[src/rtl/core/bfqr_pkg.sv]
// Shared types and constants of the quantized-range bilateral filter.
package bfqr_pkg;

    localparam int SAMPLE_DEPTH = 65536;
    localparam int SPATIAL_DEPTH = 225;
    localparam int RANGE_DEPTH = 256;

    localparam logic [1:0] FN_SPATIAL_WR = 2'd0;
    localparam logic [1:0] FN_RANGE_WR   = 2'd1;
    localparam logic [1:0] FN_SAMPLE_WR  = 2'd2;
    localparam logic [1:0] FN_READ       = 2'd3;

    localparam logic [2:0] ST_OK     = 3'd0;
    localparam logic [2:0] ST_BORDER = 3'd1;
    localparam logic [2:0] ST_ZERO   = 3'd2;
    localparam logic [2:0] ST_FLAT   = 3'd3;
    localparam logic [2:0] ST_RANGE  = 3'd4;

    localparam logic [2:0] CFG_WIDTH    = 3'd0;
    localparam logic [2:0] CFG_HEIGHT   = 3'd1;
    localparam logic [2:0] CFG_CHANNELS = 3'd2;
    localparam logic [2:0] CFG_RADIUS   = 3'd3;
    localparam logic [2:0] CFG_LEVELS   = 3'd4;

    typedef enum logic [4:0] {
        S_IDLE,
        S_DIVC_GO,
        S_DIVC_W,
        S_DIVW_GO,
        S_DIVW_W,
        S_CHK,
        S_CRD,
        S_CLV_GO,
        S_CLV_W,
        S_TRD,
        S_TLV_GO,
        S_TLV_W,
        S_TRR,
        S_TW,
        S_TACC,
        S_TNEXT,
        S_FIN,
        S_FDIV_W,
        S_OUT
    } t_state;

    typedef struct packed {
        logic accept;
        logic div_ch;
        logic pix_take;
        logic div_w;
        logic xy_take;
        logic chk;
        logic lv_start;
        logic lc_take;
        logic ln_take;
        logic wmul;
        logic acc;
        logic next;
        logic zero_take;
        logic fin_div;
        logic res_take;
        logic out_load;
    } t_cmd;

    typedef struct packed {
        logic is_read;
        logic div_done;
        logic chk_fail;
        logic skip;
        logic last_tap;
        logic den_zero;
        logic out_full;
    } t_sts;

endpackage

[src/rtl/core/bfqr_ctrl.sv]
// Controller state machine sequencing writes, index split, taps and final divide.
module bfqr_ctrl (
    input  logic            i_clk,
    input  logic            i_rst_n,
    input  logic            i_valid,
    output logic            o_stall,
    input  bfqr_pkg::t_sts  i_sts,
    output bfqr_pkg::t_cmd  o_cmd
);
    bfqr_pkg::t_state r_state;
    bfqr_pkg::t_state n_state;

    always_ff @(posedge i_clk) begin
        if (!i_rst_n) begin
            r_state <= bfqr_pkg::S_IDLE;
        end else begin
            r_state <= n_state;
        end
    end

    assign o_stall = (r_state != bfqr_pkg::S_IDLE);

    always_comb begin
        n_state = r_state;
        o_cmd   = '0;
        unique case (r_state)
            bfqr_pkg::S_IDLE: begin
                if (i_valid) begin
                    o_cmd.accept = 1'b1;
                    if (i_sts.is_read) n_state = bfqr_pkg::S_DIVC_GO;
                end
            end
            bfqr_pkg::S_DIVC_GO: begin
                o_cmd.div_ch = 1'b1;
                n_state = bfqr_pkg::S_DIVC_W;
            end
            bfqr_pkg::S_DIVC_W: begin
                if (i_sts.div_done) begin
                    o_cmd.pix_take = 1'b1;
                    n_state = bfqr_pkg::S_DIVW_GO;
                end
            end
            bfqr_pkg::S_DIVW_GO: begin
                o_cmd.div_w = 1'b1;
                n_state = bfqr_pkg::S_DIVW_W;
            end
            bfqr_pkg::S_DIVW_W: begin
                if (i_sts.div_done) begin
                    o_cmd.xy_take = 1'b1;
                    n_state = bfqr_pkg::S_CHK;
                end
            end
            bfqr_pkg::S_CHK: begin
                o_cmd.chk = 1'b1;
                n_state = i_sts.chk_fail ? bfqr_pkg::S_OUT : bfqr_pkg::S_CRD;
            end
            bfqr_pkg::S_CRD: n_state = bfqr_pkg::S_CLV_GO;
            bfqr_pkg::S_CLV_GO: begin
                o_cmd.lv_start = 1'b1;
                n_state = bfqr_pkg::S_CLV_W;
            end
            bfqr_pkg::S_CLV_W: begin
                if (i_sts.div_done) begin
                    o_cmd.lc_take = 1'b1;
                    n_state = bfqr_pkg::S_TRD;
                end
            end
            bfqr_pkg::S_TRD: n_state = bfqr_pkg::S_TLV_GO;
            bfqr_pkg::S_TLV_GO: begin
                o_cmd.lv_start = 1'b1;
                n_state = bfqr_pkg::S_TLV_W;
            end
            bfqr_pkg::S_TLV_W: begin
                if (i_sts.div_done) begin
                    o_cmd.ln_take = 1'b1;
                    n_state = i_sts.skip ? bfqr_pkg::S_TNEXT : bfqr_pkg::S_TRR;
                end
            end
            bfqr_pkg::S_TRR: n_state = bfqr_pkg::S_TW;
            bfqr_pkg::S_TW: begin
                o_cmd.wmul = 1'b1;
                n_state = bfqr_pkg::S_TACC;
            end
            bfqr_pkg::S_TACC: begin
                o_cmd.acc = 1'b1;
                n_state = bfqr_pkg::S_TNEXT;
            end
            bfqr_pkg::S_TNEXT: begin
                o_cmd.next = 1'b1;
                n_state = i_sts.last_tap ? bfqr_pkg::S_FIN : bfqr_pkg::S_TRD;
            end
            bfqr_pkg::S_FIN: begin
                if (i_sts.den_zero) begin
                    o_cmd.zero_take = 1'b1;
                    n_state = bfqr_pkg::S_OUT;
                end else begin
                    o_cmd.fin_div = 1'b1;
                    n_state = bfqr_pkg::S_FDIV_W;
                end
            end
            bfqr_pkg::S_FDIV_W: begin
                if (i_sts.div_done) begin
                    o_cmd.res_take = 1'b1;
                    n_state = bfqr_pkg::S_OUT;
                end
            end
            bfqr_pkg::S_OUT: begin
                if (!i_sts.out_full) begin
                    o_cmd.out_load = 1'b1;
                    n_state = bfqr_pkg::S_IDLE;
                end
            end
            default: n_state = bfqr_pkg::S_IDLE;
        endcase
    end
endmodule

[config.mk]
export PLATFORM = sky130hd
export DESIGN_NAME = bfqr_ctrl
export DESIGN_NICKNAME = d
export VERILOG_FILES = /design/src/rtl/core/bfqr_pkg.sv /design/src/rtl/core/bfqr_ctrl.sv
export SDC_FILE = /design/constraint.sdc
export NUM_CORES = 1
export LEC_CHECK = 0
export ABC_CLOCK_PERIOD_IN_PS = 1600
export BUFFER_PORTS_ARGS = -buffer_cell sky130_fd_sc_hd__buf_2
export CAP_MARGIN = 20
export CORE_UTILIZATION = 42
export DETAILED_ROUTE_END_ITERATION = 7
export PLACE_DENSITY = 0.82
export SLEW_MARGIN = 10
export SYNTH_ARGS = -nofsm -noshare
export SYNTH_HDL_FRONTEND = slang
export SYNTH_SLANG_ARGS = --single-unit
[constraint.sdc]
create_clock -name i_clk -period 1.6 [get_ports i_clk]
set_clock_uncertainty 0.1 [all_clocks]
set_input_delay 0.32 -clock i_clk [delete_from_list [all_inputs] [get_ports i_clk]]
set_output_delay 0.32 -clock i_clk [all_outputs]
set_load 0.02 [all_outputs]
==> results of run 1 <==
what timing repair did:
item                                    in CTS
pin swaps                                    8
gates resized for setup                     55
endpoints found under the hold margin        0
buffers inserted                             3
endpoints found under the setup margin      21
cells by family after synthesis:
group | Yosys count | synth area share (%)
compound gates | 22 | 27.6
buf+inv | 12 | 9.00
flops | 5 | 15.3
mux | 2 | 3.07
simple gates | 52 | 45.0
synth_stat cells, types with 2 or more instances:
master    number
a21oi_1        5
nor2_1         8
nand2_1        9
inv_1          3
buf_1          2
nand3_1        3
nand2b_1       5
mux2i_1        2
o21ai_0        3
buf_2          2
nor2b_1        4
clkbuf_1       2
dfxtp_1        5
a31oi_1        2
nor3_1         8
nor4_1         6
and3_1         3
metrics by stage:
| stage | std cells | hold slack [ps] | worst slack [ps] |
|---|---|---|---|
| 4_1_cts | 157 | 271 | -184 |
| 3_3_place_gp | 150 | 518 | -121 |
| 3_5_place_dp | 150 | 532 | -200 |
| 2_1_floorplan | 93 | 368 | -122 |
==> reports/metrics.cfg, run 1 <==
[status]
status = stopped before the end
stop_stage = global routing
error_message = [ERROR DPL-0038] Utilization greater than 100%, impossible to legalize

[logic_synthesis]
synth_top_area_share_pct = 15.3
synth.avg_cell_area_sq_um = 7.02
synth-main-ff-cell = dfxtp_1
synth_edf_count = 0
synthTopCellsByArea = dfxtp_1 15%, nor3_1 6.1%, nor4_1 5.7%
synth_top_cell_by_area = dfxtp_1
syn-cell-area_sq_um = 653
synth_cell_types = 38
postSynthCellCount = 93
ys_seq_elements = 5
ys_seq_area_share_pct = 15.3
synth-async-reset-ratio_pct = 0
yosys_warnings = 0
synthesis.nets = 103

[floorplan]
die_h_um = 41.4
initial_core_util_pct = 47.8
io_pins = 27
row_count = 13
fp.dieW_um = 41.4

[clock_tree]
root_buffer = clkbuf_4
numCtsBuffers = 3
cts_sinks = 5
cts_buffer_depth = 2
cts_max_level = 1
holdBufCountCts = 0

[placed_design]
io_buffers = 26
hpwl_mm = 1.81
globalplace.congestion = 0.884
placedInstanceArea_sq_um = 1020

[global_routing]
grt_max_degree = 13

[timing]
postGrtWorstEndpoint = r_state[4]$_SDFFE_PN0P_/D
worst-ep-kind = sequential cell input

==> run 2, diff against run 1 <==
--- a/config.mk
+++ b/config.mk
@@ -5,12 +5,13 @@
 export SDC_FILE = /design/constraint.sdc
 export NUM_CORES = 1
 export LEC_CHECK = 0
-export ABC_CLOCK_PERIOD_IN_PS = 1600
+export ABC_CLOCK_PERIOD_IN_PS = 2100
 export BUFFER_PORTS_ARGS = -buffer_cell sky130_fd_sc_hd__buf_2
 export CAP_MARGIN = 20
-export CORE_UTILIZATION = 42
+export CORE_AREA = 2 2 63 65
 export DETAILED_ROUTE_END_ITERATION = 7
-export PLACE_DENSITY = 0.82
+export DIE_AREA = 0 0 65 67
+export PLACE_DENSITY_LB_ADDON = 0.15
 export SLEW_MARGIN = 10
 export SYNTH_ARGS = -nofsm -noshare
 export SYNTH_HDL_FRONTEND = slang
==> constraint.sdc (replaced) <==
create_clock -name i_clk -period 2.1 [get_ports i_clk]
set_clock_uncertainty 0.1 [all_clocks]
set_input_delay 0.42 -clock i_clk [delete_from_list [all_inputs] [get_ports i_clk]]
set_output_delay 0.42 -clock i_clk [all_outputs]
set_load 0.02 [all_outputs]
==> run 2 against run 1 <==
  * The flow now finishes without violations
  * Synthesized cell count unchanged
  * Area after synthesis unchanged
==> reports/metrics.cfg, run 2 <==
[critical_path]
path_class = register to output pin
reg2reg_depth = 5
critPathLaunchType = register
r2r-start = r_state[0]
worstPathRequired_ps = 1580
r2r-end = r_state[1]
r2r_slack_ps = 230
cp.arrival_ps = 1480
end_kind = output pin
critPathMaxFanout = 12

[timing]
fin_setup_tns_ps = 0
period_share_pct = 95.2
timing.final.ws_setup_ps = 101
finalSetupViolCount = 0
worst_slew_pin_slew_ps = 461
fmax_mhz = 500
hold_viol_final = 0
drv_slew = 0
slew_headroom_pct = 69.0
finalCriticalPeriod_ps = 2000
rsz0062_at_grt = false

[logic_synthesis]
synth-simple-area-share_pct = 45.0
synth_top_cell_by_area = dfxtp_1
synthMuxAreaShare_pct = 3.07
yosysMostFrequentCell = nand2_1
synth_top_family_by_area = simple AND/OR/NAND/NOR gates
yosys_warnings = 0
synth-async-reset-ratio_pct = 0
synthesis.nets = 103
syn-cell-area_sq_um = 653
synth_cell_types = 38
synth.avg_cell_area_sq_um = 7.02
synth_top_area_share_pct = 15.3
ys_seq_area_share_pct = 15.3
postSynthCellCount = 93
synth-xor-area-share_pct = 0
synthTopCellsByArea = dfxtp_1 15%, nor3_1 6.1%, nor4_1 5.7%
yosys-top-cells-count = 9 x nand2_1, 8 x nor2_1, 8 x nor3_1
ys_seq_elements = 5
synth-main-ff-cell = dfxtp_1
yosys.area_share.adder_pct = 0
synth_compound_area_share_pct = 27.6
synth_edf_count = 0

[layout]
top_register = r_state
fin_area_sq_um = 916
multiInputGateArea_sq_um = 494
mostFrequentLayoutCells = 26 x buf_2, 9 x nand2_1, 9 x buf_4
nFillCells = 413
seqCellArea_sq_um = 104
top_regs = r_state: 5 flops
drive_above_1_share_pct = 39.5
layout_commonest_cell = buf_2
finalNetCount = 135
synthToLayoutAreaGrowth_pct = 40.2
largest_register_ff_count = 5
n_antenna_cell = 0
utilization_pct = 25.4

[clock_tree]
cts_max_level = 1
cts_tree = built
cts_sinks = 5
cts_buffer_depth = 2
holdBufCountCts = 0
clock_latency_ps = 220
numCtsBuffers = 3
root_buffer = clkbuf_8
clk_pin_slew_ps = 40

[floorplan]
io_pins = 27
row_count = 22
die_h_um = 67
initial_core_util_pct = 18.1
fp.dieW_um = 65
design.core.area_sq_um = 3610
dieArea_sq_um = 4360

[min_path]
worstHoldPathCells = 3
min_to = r_state[4]
min_path_type = input pin to register
worstHoldStart = i_rst_n

[route]
drtPass1Iterations = 4
wl_per_cell_um = 13.1
drcViolationCount = 0
drt_iter0_markers = 34
via_per_inst = 4.88
vias = 839
routed_wl_mm = 2.25
final_antenna_net_count = 0

[global_routing]
grt_pass1_wl_mm = 3.59
grt_max_degree = 14
grt_overflow = 0
grt_pass1_vias = 759
track_usage_pct = 10.7
grt_antenna_before_repair = 0

[power_and_ir_drop]
power_switching_w = 0.000381
cellPowerDensity_nw_per_um2 = 916
power_frac_comb_pct = 59.0
ir_worst_vdd_v = 0.000165
leakage_nw = 0.388
power_w = 0.000839
swShare_pct = 45.4
p_int_w = 0.000459
seq_power_share_pct = 19.8
clkPwrFrac_pct = 21.2

[status]
status = complete, no violations

[placed_design]
preCtsSetupSlack_ps = 188
io_buffers = 26
placedInstanceArea_sq_um = 867
globalplace.congestion = 0.769
hpwl_mm = 1.81

[job]
maxCapViolations = 0

run 2: cells by family after synthesis:
kind of cell / count (synthesis)
multiplexers: 2
flip-flops: 5
buffers and inverters: 12
AND/OR/NAND/NOR: 52
AO/OA/AOI/OAI: 22
run 2: critical path, stage by stage (launching register included):
cell and delay [ps]:
dfxtp_1 410, buf_4 230, or3_1 310, a21oi_1 130, buf_2 170
run 2: worst max path at each step:
stage,start,to
after floorplan,r_state[2],o_cmd[11]
after global placement,r_state[4],o_cmd[0]
after detailed placement,r_state[3],r_state[4]
after CTS,r_state[3],o_cmd[9]
after global routing,r_state[0],o_cmd[9]
final,r_state[0],o_cmd[9]
run 2: repair_timing:
item | CTS | global route
gates cloned | 0 | 0
buffers inserted | 0 | 0
setup endpoints to repair | 1 | 4
gates resized for setup | 1 | 2
run 2: per-stage QoR:
step / cells / hold slack (ps)
floorplan: 93 / 468
global placement: 168 / 516
detailed placement: 168 / 512
CTS: 172 / 393
global route: 172 / 419
finish: 172 / 392
run 2: layout make-up:
cell class / count / area share, %
Sequential cell: 5 / 11.3
Timing Repair Buffer: 35 / 21.6
Multi-Input combinational cell: 76 / 54.0
Inverter: 4 / 1.64
Clock buffer: 4 / 4.92
Tap cell: 48 / 6.56
run 2: power by group through the flow:
| stage | Sequential [W] | Combinational, W | Clock, W |
|---|---|---|---|
| final | 0.000166 | 0.000495 | 0.000178 |
| after global routing | 0.000171 | 0.000538 | 0.000189 |
| after CTS | 0.000164 | 0.000497 | 0.000178 |
| after detailed placement | 0.000165 | 0.000493 | 0 |
| after global placement | 0.000167 | 0.000500 | 0 |
| after floorplan | 0.000120 | 0.000397 | 0 |
run 2: routing by layer:
metal / routed length, um / vias up / GRT usage (%)
li1: - / 410 / -
met1: 1000 / 387 / 12.8
met2: 1050 / 35 / 18.4
met3: 127 / 7 / 1.18
met4: 63 / 0 / 6.65
met5: 0 / - / 0
No activity file was read; power rests on OpenSTA's default activity.
